`src/hw/rtl/q_table_update_engine_assert.svh`:
```
// ----------------------------------------------------------------------------
// Q table update engine assertion macros
// Shared property wrappers for the concurrent checks of the top level.
// ----------------------------------------------------------------------------
`ifndef Q_TABLE_UPDATE_ENGINE_ASSERT_SVH
`define Q_TABLE_UPDATE_ENGINE_ASSERT_SVH

// Same-cycle implication, checked out of reset
`define QTUE_ASSERT_NOW(label, clk, rst, ante, cons) \
   label: assert property (@(posedge clk) disable iff (rst) (ante) |-> (cons)) \
      else $error("q_table_update_engine: same-cycle check failed");

// Next-cycle implication, checked out of reset
`define QTUE_ASSERT_NEXT(label, clk, rst, ante, cons) \
   label: assert property (@(posedge clk) disable iff (rst) (ante) |=> (cons)) \
      else $error("q_table_update_engine: next-cycle check failed");

// Invariant that holds at every edge out of reset
`define QTUE_ASSERT_ALWAYS(label, clk, rst, cond) \
   label: assert property (@(posedge clk) disable iff (rst) (cond)) \
      else $error("q_table_update_engine: invariant failed");

`endif

```
`src/hw/rtl/qtue_pkg.sv`:
```
// ----------------------------------------------------------------------------
// qtue_pkg
// Shared widths, register codes and controller/datapath interface types.
// ----------------------------------------------------------------------------
package qtue_pkg;

   // Fixed field widths
   localparam int COORD_W    = 4;
   localparam int MOVE_W     = 2;
   localparam int MASK_W     = 4;
   localparam int VALUE_W    = 32;
   localparam int FRAC_W     = 16;
   localparam int CSR_DATA_W = 16;
   localparam int CSR_IDX_W  = 2;

   // Grid dimension compare width (dimensions up to 256)
   localparam int DIM_W = 9;
   // Action count compare width (up to 8 actions)
   localparam int NACT_W = 4;

   // Moves covered by the mask field
   localparam int MASK_MOVES = 4;

   // Arithmetic widths
   localparam int PROD1_W = FRAC_W + 1 + VALUE_W;     // gamma * best
   localparam int GB_W    = PROD1_W - FRAC_W;         // rounded gamma * best
   localparam int DIFF_W  = VALUE_W + 2;              // reward + gb - q
   localparam int PROD2_W = FRAC_W + 1 + DIFF_W;      // alpha * diff
   localparam int STEP_W  = PROD2_W - FRAC_W;         // rounded step
   localparam int SUM_W   = STEP_W + 1;               // q + step

   // Register reset values
   localparam logic [CSR_DATA_W-1:0] LEARNING_RATE_RST   = 16'd6554;
   localparam logic [CSR_DATA_W-1:0] DISCOUNT_FACTOR_RST = 16'd58982;

   // Register indexes
   localparam logic [CSR_IDX_W-1:0] CSR_LEARNING_RATE   = 2'd0;
   localparam logic [CSR_IDX_W-1:0] CSR_DISCOUNT_FACTOR = 2'd1;

   // Controller to datapath commands
   typedef struct packed {
      logic              start;     // capture the accepted item
      logic              clear;     // write zero at the sweep address
      logic              rd_next;   // read one next-cell entry
      logic              rd_cur;    // read the current entry
      logic              mul1;      // gamma * best
      logic              diff;      // reward + gb - q
      logic              mul2;      // alpha * diff
      logic              commit;    // write back and load the result
      logic [MOVE_W-1:0] move_idx;  // next-cell move being read
   } cmd_type;

   // Datapath to controller status
   typedef struct packed {
      logic req_bad;     // offered item has no usable move
      logic clear_last;  // sweep sits at the last entry
   } status_type;

endpackage

```
`src/hw/rtl/qtue_ctrl.sv`:
```
// ----------------------------------------------------------------------------
// qtue_ctrl
// Sequencer: clearing sweep, next-cell reads, arithmetic steps, result hold.
// ----------------------------------------------------------------------------
module qtue_ctrl import qtue_pkg::*; #(
   parameter int NUM_ACTIONS = 4
) (
   input  logic       clock,
   input  logic       reset,
   input  logic       req_valid,
   output logic       req_ready,
   output logic       rsp_valid,
   input  logic       rsp_ready,
   input  status_type status,
   output cmd_type    cmd
);

   localparam int NA_EFF = (NUM_ACTIONS < MASK_MOVES) ? NUM_ACTIONS : MASK_MOVES;
   localparam logic [MOVE_W-1:0] LAST_MOVE = MOVE_W'(NA_EFF - 1);

   localparam logic [2:0] S_CLEAR     = 3'd0;
   localparam logic [2:0] S_IDLE      = 3'd1;
   localparam logic [2:0] S_READ_NEXT = 3'd2;
   localparam logic [2:0] S_READ_CUR  = 3'd3;
   localparam logic [2:0] S_MUL1      = 3'd4;
   localparam logic [2:0] S_DIFF      = 3'd5;
   localparam logic [2:0] S_MUL2      = 3'd6;
   localparam logic [2:0] S_WRITE     = 3'd7;

   logic [2:0]        state_ff, state_in;
   logic [MOVE_W-1:0] move_ff, move_in;
   logic              rsp_valid_ff, rsp_valid_in;
   logic              accept;
   logic              out_free;

   assign accept   = req_valid && req_ready;
   assign out_free = !rsp_valid_ff || rsp_ready;

   // Next state and commands
   always_comb begin
      state_in = state_ff;
      move_in  = move_ff;
      cmd      = '0;
      cmd.move_idx = move_ff;
      unique case (state_ff)
         S_CLEAR: begin
            cmd.clear = 1'b1;
            if (status.clear_last) begin
               state_in = S_IDLE;
            end
         end
         S_IDLE: begin
            if (accept) begin
               cmd.start = 1'b1;
               move_in   = '0;
               state_in  = status.req_bad ? S_WRITE : S_READ_NEXT;
            end
         end
         S_READ_NEXT: begin
            cmd.rd_next = 1'b1;
            move_in     = move_ff + 1'b1;
            if (move_ff == LAST_MOVE) begin
               state_in = S_READ_CUR;
            end
         end
         S_READ_CUR: begin
            cmd.rd_cur = 1'b1;
            state_in   = S_MUL1;
         end
         S_MUL1: begin
            cmd.mul1 = 1'b1;
            state_in = S_DIFF;
         end
         S_DIFF: begin
            cmd.diff = 1'b1;
            state_in = S_MUL2;
         end
         S_MUL2: begin
            cmd.mul2 = 1'b1;
            state_in = S_WRITE;
         end
         S_WRITE: begin
            // hold until the result register is free
            if (out_free) begin
               cmd.commit = 1'b1;
               state_in   = S_IDLE;
            end
         end
         default: begin
            state_in = S_CLEAR;
         end
      endcase
   end

   // Result valid: set on commit, drop on transfer
   always_comb begin
      rsp_valid_in = rsp_valid_ff;
      if (cmd.commit) begin
         rsp_valid_in = 1'b1;
      end else if (rsp_ready) begin
         rsp_valid_in = 1'b0;
      end
   end

   always_ff @(posedge clock) begin
      if (reset) begin
         state_ff     <= S_CLEAR;
         move_ff      <= '0;
         rsp_valid_ff <= 1'b0;
      end else begin
         state_ff     <= state_in;
         move_ff      <= move_in;
         rsp_valid_ff <= rsp_valid_in;
      end
   end

   assign req_ready = (state_ff == S_IDLE);
   assign rsp_valid = rsp_valid_ff;

endmodule

```
`config.mk`:
```
export PLATFORM = sky130hd
export DESIGN_NAME = qtue_ctrl
export DESIGN_NICKNAME = d
export VERILOG_FILES = /design/src/hw/rtl/q_table_update_engine_assert.svh /design/src/hw/rtl/qtue_pkg.sv /design/src/hw/rtl/qtue_ctrl.sv
export SDC_FILE = /design/constraint.sdc
export NUM_CORES = 1
export LEC_CHECK = 0
export ABC_AREA = 1
export BUFFER_PORTS_ARGS = -buffer_cell sky130_fd_sc_hd__buf_2
export CAP_MARGIN = 20
export CORE_AREA = 2 2 39 41
export CTS_BUF_LIST = sky130_fd_sc_hd__clkbuf_2
export CTS_CLUSTER_SIZE = 14
export DETAILED_ROUTE_END_ITERATION = 12
export DIE_AREA = 0 0 41 43
export PLACE_DENSITY = 0.69
export SYNTH_ARGS = -nofsm -noshare
export SYNTH_HDL_FRONTEND = slang
export SYNTH_SLANG_ARGS = --single-unit
```
`constraint.sdc`:
```
create_clock -name clock -period 1.6 [get_ports clock]
set_input_delay 0.16 -clock clock [delete_from_list [all_inputs] [get_ports clock]]
set_output_delay 0.16 -clock clock [all_outputs]
set_load 0.005 [all_outputs]
```
==> flow_metrics.py, run 1 <==
metrics = {
    "die": {
        "i_o_pins": 18,
        "die_h_um": 43,
        "initial_standard_cell_utilization_of_the_core_pct": 41.14,
        "floorplan.die.width_um": 41,
        "core_area_um2": 1384,
        "die_area_um2": 1763,
        "placement_rows": 14,
    },
    "layout": {
        "num_antenna_cells": 0,
        "final_core_utilization_pct": 49.19,
        "nFillCells": 142,
        "final_layout_size_suffix_gt1_share_pct": 44.90,
        "number_of_nets_at_the_end_of_the_flow": 111,
        "area_delta_synth_final_pct": 19.56,
    },
    "synth": {
        "avgSynthCellArea_um2": 7.206,
        "synthDistinctLibCells": 23,
        "syn_nets": 90,
        "synth_area_um2": 569.3,
        "post_synth_inst_count": 79,
        "yosysSeqAreaShare_pct": 21.10,
        "ys_ff_latch": 6,
        "synthDominantCellAreaShare_pct": 21.10,
        "yosysWarningCount": 0,
        "top_cells_by_area_in_the_synthesized_netlist": "dfxtp_1 (21%), ha_1 (11%), inv_1 (9.2%)",
        "synthDominantAreaCellType": "dfxtp_1",
    },
    "grt": {
        "grt_use_met1_pct": 17.68,
        "grt_max_degree": 11,
        "gr-usage-all-layers_pct": 15.36,
        "met3_usage_pct": 7.853,
        "grt_pass1_wl_um": 1821,
        "globalRoute.busiestLayer": "met2",
        "grt_util_met2_pct": 24.06,
        "grt.overflow.total": 0,
        "antenna_found_initial": 0,
        "first_global_vias": 451,
    },
    "timing": {
        "setup-violations-final": 0,
        "timing.final.ws_setup_ps": 143.8,
        "finalHoldViolations": 0,
        "timing.hold.ws_ps": 161.5,
        "clock-skew-final_ps": 2.995,
        "finalWorstPathRequiredPeriod_ps": 1456,
        "timing.fmax_mhz": 686.7,
        "final.setup.tns_ps": 0,
        "setup_repair_after_global_routing_missed_its_margin": "no",
        "drv_slew": 0,
        "timing.final.crit_share_pct": 91.01,
        "slew-limit-headroom_pct": 85.16,
        "worstMarginPinSlew_ps": 222.6,
    },
    "route": {
        "antenna_left": 0,
        "wire_per_inst_um": 9.623,
        "drtIter0Drc": 9,
        "vias": 531,
        "postRouteWirelength_um": 1097,
        "residual_drc": 0,
        "drt-pass1-iter-count": 4,
        "mean_number_of_vias_per_cell": 4.658,
    },
    "place": {
        "dpl_worst_slack_ps": 266.4,
        "finalWeightedCongestion": 0.8009,
        "dpl.hpwl_um": 912.1,
        "buffer_ports.inserted": 17,
    },
    "critical_path": {
        "cp-end-kind": "output pin",
        "critPathRequiredTime_ps": 1440,
        "critical_path_peak_fanout": 5,
        "start_kind": "flop",
        "worstSetupPathType": "reg2out",
        "worst_ep_arrival_time_ps": 1300,
    },
    "clock_tree": {
        "post_cts_buffers": 0,
        "htree_num_levels": 1,
        "cts-root-to-sink-buffers": 2,
        "clk_root_buffer_cell": "clkbuf_2",
        "clock-sinks": 6,
        "clock_insertion_delay_worst_skew_ps": 220,
        "clk_pin_slew_ps": 60,
        "clock_tree_from_tritoncts": "yes",
        "cts_inserted_buffers": 3,
        "cts-resized-gates": 0,
        "postCtsHoldBufs": 0,
    },
    "pwr": {
        "static-leakage-power_uw": 0.0004161,
        "worst_ir_drop_vdd_uv": 532.6,
        "power_density_nw_per_um2": 1442,
    },
    "min_path": {
        "worstHoldPathType": "in2reg",
    },
    "run_status": {
        "outcome": "finished, final reports clean",
    },
    "run": {
        "cap_viol_max_count": 0,
    },
}
[power breakdown]
part / total (uW) / internal (uW) / switching (uW)
clock: 102 / 50.7 / 51.4
combinational: 667 / 270 / 397
sequential: 213 / 186 / 26.4
total: 981 / 507 / 474
[path summary, 6_finish.rpt]
kind / start / slack [ps] / to / depth (start not counted)
max: state_ff[0] / 140 / cmd[7] / 5
min: reset / 160 / state_ff[2] / 2
max reg2reg: state_ff[0] / 250 / state_ff[2] / 6
min reg2reg: move_ff[1] / 500 / move_ff[1] / 2
[cell usage in the layout, fill, tap and decap left out, types with 2 or more instances in the layout]
cell / n
inv_2: 4
nand3_1: 3
nor2_1: 9
nor2_4: 2
o21ai_0: 3
clkbuf_2: 3
nor2_2: 5
inv_1: 14
nand2_1: 9
nand3_2: 2
buf_2: 17
ha_1: 4
a21oi_1: 3
nand2_4: 4
dfxtp_1: 6
[layer usage]
| layer | up-vias | share of wire, % |
|---|---|---|
| met1 | 237 | 41 |
| li1 | 280 | - |
| met3 | 0 | 5.7 |
| met2 | 14 | 53 |
| met4 | 0 | 0 |
| met5 | - | 0 |
[metrics by stage]
stage	cells	instance area (um2)	total power (uW)
floorplan	79	569.3	733.8
global placement	111	663.1	869.9
detailed placement	111	663.1	878.5
CTS	114	678.2	992.4
global route	114	680.7	1088
finish	114	680.7	981.3
[cells in the mapped netlist (all sizes together)]
library cell  instances
a21oi                 4
buf                   2
dfxtp                 6
ha                    5
inv                  19
nand2                14
nand3                 6
nand3b                1
nand4                 1
nor2                 16
o21ai                 5
[cells by family after synthesis]
kind of cell    after synthesis  share of synthesized area [%]
simple gates                 38                          41.98
buf+inv                      21                          16.70
compound gates                9                          9.229
flops                         6                          21.10
fa+ha+maj                     5                          10.99
[flip-flops by register name (all words and copies together) (netlist names)]
signal	flops
rsp_valid	1
move_ff	2
state_ff	3
[layout make-up]
cell class / instances / area [um2] / area share (%)
Timing Repair Buffer: 18 / 92.59 / 13.60
Tap cell: 16 / 20.02 / 2.941
Multi-Input combinational cell: 52 / 356.6 / 52.39
Sequential cell: 6 / 120.1 / 17.65
Inverter: 19 / 76.32 / 11.21
Clock buffer: 3 / 15.01 / 2.206
[worst max-delay path, cell delays in order, from the launching register on]
cell and delay, ps:
dfxtp_1 330, inv_1 90, ha_1 280, inv_1 100
nor2_2 140, buf_2 140
Note: power is estimated with default switching activity, not from simulation.
==> inputs of run 2 (changes only) <==
--- a/config.mk
+++ b/config.mk
@@ -7,13 +7,13 @@
 export LEC_CHECK = 0
 export ABC_AREA = 1
 export BUFFER_PORTS_ARGS = -buffer_cell sky130_fd_sc_hd__buf_2
-export CAP_MARGIN = 20
 export CORE_AREA = 2 2 39 41
 export CTS_BUF_LIST = sky130_fd_sc_hd__clkbuf_2
 export CTS_CLUSTER_SIZE = 14
 export DETAILED_ROUTE_END_ITERATION = 12
 export DIE_AREA = 0 0 41 43
 export PLACE_DENSITY = 0.69
+export RECOVER_POWER = 25
 export SYNTH_ARGS = -nofsm -noshare
 export SYNTH_HDL_FRONTEND = slang
 export SYNTH_SLANG_ARGS = --single-unit
==> constraint.sdc (replaced) <==
create_clock -name clock -period 1.6 [get_ports clock]
set_input_delay 0.08 -clock clock [delete_from_list [all_inputs] [get_ports clock]]
set_output_delay 0.08 -clock clock [all_outputs]
set_load 0.005 [all_outputs]
==> run 2 against run 1 <==
Via count is the same. Wire length down 0.27%. Clock power hardly changed. Sequential power about the same. Clock-buffer cell count unchanged. Cell area down 0.92%. Setup slack better by 30 ps. Critical endpoint is now cmd[9]. Highest routed layer unchanged.
==> flow_metrics.py, run 2 (same netlist as run 1, synthesis figures left out) <==
metrics = {
    "critical_path": {
        "start_kind": "flop",
        "slowest_delay_ps": 330,
        "cp_common_cell": "inv_1",
        "critPathRequiredTime_ps": 1520,
        "critical_path_peak_fanout": 4,
        "cp-end-kind": "output pin",
        "critPathBufInv": 4,
        "worstSetupPathType": "reg2out",
        "list_of_cells_traversed_by_the_critical_path": "inv_1, ha_1, inv_2, nor2_4, inv_1, nor2_1, buf_2",
        "worst_ep_arrival_time_ps": 1350,
        "critical-path-top-delay-family": "flip-flops",
        "critical_path_top_delay_cell": "dfxtp_1",
    },
    "pwr": {
        "static-leakage-power_uw": 0.0004070,
        "power_density_nw_per_um2": 1445,
        "worst_ir_drop_vdd_uv": 537.0,
        "finalPower_uw": 974.7,
    },
    "die": {
        "i_o_pins": 18,
        "floorplan.die.width_um": 41,
        "die_area_um2": 1763,
        "core_area_um2": 1384,
        "initial_standard_cell_utilization_of_the_core_pct": 41.14,
        "die_h_um": 43,
        "placement_rows": 14,
    },
    "timing": {
        "timing.hold.ws_ps": 80.98,
        "setup_repair_after_global_routing_missed_its_margin": "no",
        "clock-skew-final_ps": 3.173,
        "worstMarginPinSlew_ps": 254.1,
        "final.setup.tns_ps": 0,
        "timing.fmax_mhz": 701.3,
        "timing.final.crit_share_pct": 89.12,
        "finalWorstPathRequiredPeriod_ps": 1426,
        "finalHoldViolations": 0,
        "slew-limit-headroom_pct": 83.06,
        "timing.final.ws_setup_ps": 174.2,
        "setup-violations-final": 0,
        "drv_slew": 0,
    },
    "route": {
        "vias": 531,
        "residual_drc": 0,
        "antenna_left": 0,
        "drt-pass1-iter-count": 4,
        "postRouteWirelength_um": 1094,
        "drtIter0Drc": 10,
        "wire_per_inst_um": 9.596,
        "mean_number_of_vias_per_cell": 4.658,
    },
    "place": {
        "buffer_ports.inserted": 17,
        "dpl.hpwl_um": 912.1,
        "finalWeightedCongestion": 0.8009,
        "dpl_worst_slack_ps": 266.4,
        "post_dp_cell_area_um2": 663.1,
    },
    "layout": {
        "largest_register_ff_count": 3,
        "layout_common_cells": "inv_1 (15), buf_2 (14), nor2_1 (9), nand2_1 (9), dfxtp_1 (6)",
        "num_antenna_cells": 0,
        "number_of_nets_at_the_end_of_the_flow": 111,
        "nFillCells": 143,
        "final_layout_size_suffix_gt1_share_pct": 39.80,
        "final_cell_area_um2": 674.4,
        "area_delta_synth_final_pct": 18.46,
        "most_common_library_cell_in_the_layout_ignoring_fill_and_taps": "inv_1",
        "largest_register": "state_ff",
    },
    "clock_tree": {
        "postCtsHoldBufs": 0,
        "post_cts_buffers": 0,
        "clock_insertion_delay_worst_skew_ps": 220,
        "clk_root_buffer_cell": "clkbuf_2",
        "clock-sinks": 6,
        "cts-resized-gates": 0,
        "cts-root-to-sink-buffers": 2,
        "htree_num_levels": 1,
        "clock_tree_from_tritoncts": "yes",
        "cts_inserted_buffers": 3,
        "clk_pin_slew_ps": 60,
    },
    "run": {
        "cap_viol_max_count": 0,
    },
    "grt": {
        "antenna_found_initial": 0,
        "grt.overflow.total": 0,
        "grt_max_degree": 11,
        "grt_pass1_wl_um": 1821,
        "gr-usage-all-layers_pct": 15.36,
        "first_global_vias": 451,
    },
    "run_status": {
        "outcome": "finished, final reports clean",
    },
    "min_path": {
        "worstHoldPathType": "in2reg",
    },
}
## run 2: power by group
group	total, uW	internal [uW]	switching [uW]	leakage [uW]
clock	102	50.7	51.5	0.0000125
combinational	660	265	396	0.000346
sequential	212	186	26.1	0.0000491
## run 2: metal layers
metal  vias up  global-route usage (%)  share of wire [%]
li1        279                       -                  -
met1       238                   17.68                 40
met2        14                   24.06                 54
met3         0                   7.853                5.9
met4         0                   4.000                  0
met5         -                       0                  0
## run 2: layout make-up
cell class	instances	area, um2	area share [%]
Multi-Input combinational cell	52	354.1	52.50
Sequential cell	6	120.1	17.81
Inverter	19	76.32	11.32
Clock buffer	3	15.01	2.226
Timing Repair Buffer	18	88.84	13.17
Tap cell	16	20.02	2.968
## run 2: through the flow
step | instances | utilization, %
finish | 114 | 48.73
CTS | 114 | 49.01
detailed placement | 111 | 47.92
floorplan | 79 | -
global placement | 111 | 47.92
global route | 114 | 48.73
## run 2: worst paths after layout
path                from     endpoint  slack, ps  cells past startpoint
min                reset  state_ff[2]         80                      2
min reg2reg   move_ff[1]   move_ff[1]        500                      2
max          state_ff[1]       cmd[9]        170                      7
max reg2reg  state_ff[1]  state_ff[2]        250                      8
==> inputs of run 3 (changes only) <==
--- a/config.mk
+++ b/config.mk
@@ -14,6 +14,7 @@
 export DIE_AREA = 0 0 41 43
 export PLACE_DENSITY = 0.69
 export RECOVER_POWER = 25
+export SETUP_SLACK_MARGIN = 0.2
 export SYNTH_ARGS = -nofsm -noshare
 export SYNTH_HDL_FRONTEND = slang
 export SYNTH_SLANG_ARGS = --single-unit
==> run 3 against run 2 <==
Critical path depth is 1 higher. Clock power is essentially flat. Utilization grew 2.1 points. Register-to-register slack is essentially flat. Die area unchanged. Sequential share of layout area fell by 0.55 points. Fmax is 6.7% higher. Total power rose by 6.2%. Largest power group unchanged.
==> flow_metrics.py, run 3 (same netlist as run 1, synthesis figures left out) <==
metrics = {
    "clock_tree": {
        "clk_pin_slew_ps": 60,
        "clock_insertion_delay_worst_skew_ps": 220,
        "post_cts_buffers": 0,
        "htree_num_levels": 1,
        "clk_root_buffer_cell": "clkbuf_2",
        "clock-sinks": 6,
        "clock_tree_from_tritoncts": "yes",
        "cts-root-to-sink-buffers": 2,
        "cts_inserted_buffers": 3,
    },
    "place": {
        "finalWeightedCongestion": 0.8009,
        "buffer_ports.inserted": 17,
        "dpl.hpwl_um": 912.1,
        "post_dp_cell_area_um2": 663.1,
    },
    "route": {
        "wire_per_inst_um": 10.29,
        "mean_number_of_vias_per_cell": 4.667,
        "antenna_left": 0,
        "vias": 532,
        "drt-pass1-iter-count": 4,
        "drtIter0Drc": 12,
        "postRouteWirelength_um": 1173,
        "residual_drc": 0,
    },
    "timing": {
        "worstMarginPinSlew_ps": 185.8,
        "finalWorstPathRequiredPeriod_ps": 1336,
        "clock-skew-final_ps": 2.963,
        "setup-violations-final": 0,
        "slew-limit-headroom_pct": 87.60,
        "drv_slew": 0,
        "finalHoldViolations": 0,
        "timing.final.crit_share_pct": 83.51,
        "timing.fmax_mhz": 748.5,
        "final.setup.tns_ps": 0,
        "setup_repair_after_global_routing_missed_its_margin": "yes",
    },
    "layout": {
        "final_core_utilization_pct": 50.81,
        "largest_register": "state_ff",
        "largest_register_ff_count": 3,
        "final_layout_size_suffix_gt1_share_pct": 45.92,
        "layout_common_cells": "buf_2 (14), inv_1 (13), nor2_1 (9), nand2_1 (9)",
        "most_common_library_cell_in_the_layout_ignoring_fill_and_taps": "buf_2",
        "area_delta_synth_final_pct": 23.52,
        "number_of_nets_at_the_end_of_the_flow": 111,
        "final_cell_area_um2": 703.2,
        "num_antenna_cells": 0,
    },
    "grt": {
        "grt_max_degree": 11,
        "antenna_found_initial": 0,
        "grt.overflow.total": 0,
        "first_global_vias": 451,
        "gr-usage-all-layers_pct": 15.36,
        "grt_pass1_wl_um": 1821,
    },
    "pwr": {
        "worst_ir_drop_vdd_uv": 586.8,
        "static-leakage-power_uw": 0.0004039,
        "power_density_nw_per_um2": 1471,
        "finalPower_uw": 1035,
    },
    "die": {
        "die_h_um": 43,
        "die_area_um2": 1763,
        "core_area_um2": 1384,
        "placement_rows": 14,
        "i_o_pins": 18,
        "initial_standard_cell_utilization_of_the_core_pct": 41.14,
        "floorplan.die.width_um": 41,
    },
    "critical_path": {
        "cp-end-kind": "flop",
        "critical_path_peak_fanout": 4,
        "worstSetupPathType": "reg2reg",
        "start_kind": "flop",
        "critPathRequiredTime_ps": 1710,
        "worst_ep_arrival_time_ps": 1450,
    },
    "min_path": {
        "worstHoldPathType": "in2reg",
    },
    "run": {
        "cap_viol_max_count": 0,
    },
    "run_status": {
        "outcome": "finished, final reports clean",
    },
}
==> run 3: final timing paths <==
path | from | endpoint | cells after the start | slack, ps
worst min-delay path | reset | state_ff[2] | 2 | 90
worst max-delay path | state_ff[0] | state_ff[1] | 8 | 260
worst max register to register | state_ff[0] | state_ff[1] | 8 | 260
worst min register to register | move_ff[1] | move_ff[1] | 2 | 500
==> run 3: final cells by class <==
class / instances / area (um2)
inverter: 19 / 76.32
tap: 16 / 20.02
sequential: 6 / 121.4
multi-input combinational: 52 / 381.6
clock buffer: 3 / 15.01
timing repair buffer: 18 / 88.84
fill: 141 / 680.7
==> run 3: power breakdown <==
group / leakage [uW] / switching [uW] / total [uW] / internal, uW
clock: 0.0000125 / 51.4 / 102 / 50.7
sequential: 0.0000494 / 37.6 / 226 / 188
combinational: 0.000342 / 414 / 707 / 293
==> run 3: metal layers <==
layer	up-vias	global-route usage (%)	wire [um]
li1	280	-	-
met5	-	0	0
met1	236	17.68	458
met3	0	7.853	73
met2	16	24.06	642
met4	0	4.000	0
==> run 3: timing repair <==
| item | 4_1_cts | 5_1_grt |
|---|---|---|
| resized for setup | 1 | 8 |
| endpoints found under the setup margin | 1 | 6 |
| hold buffers | 0 | 0 |
==> run 3: stage by stage <==
step | setup WS [ps] | instances | hold WS (ps)
after floorplan | 389.2 | 79 | 142.4
after global placement | 286.3 | 111 | 311.0
after detailed placement | 266.4 | 111 | 319.2
after CTS | 204.1 | 114 | 77.12
after global routing | 138.5 | 114 | 80.91
final | 263.9 | 114 | 86.07
==> run 3: worst max-delay path: stages, from the launching register on <==
cell and delay, ps:
dfxtp_1 400, inv_1 130, ha_2 230, nand3_2 120
nand2_4 70, nor2_4 120, nand2_1 60, nand2_1 60
nor2_2 30
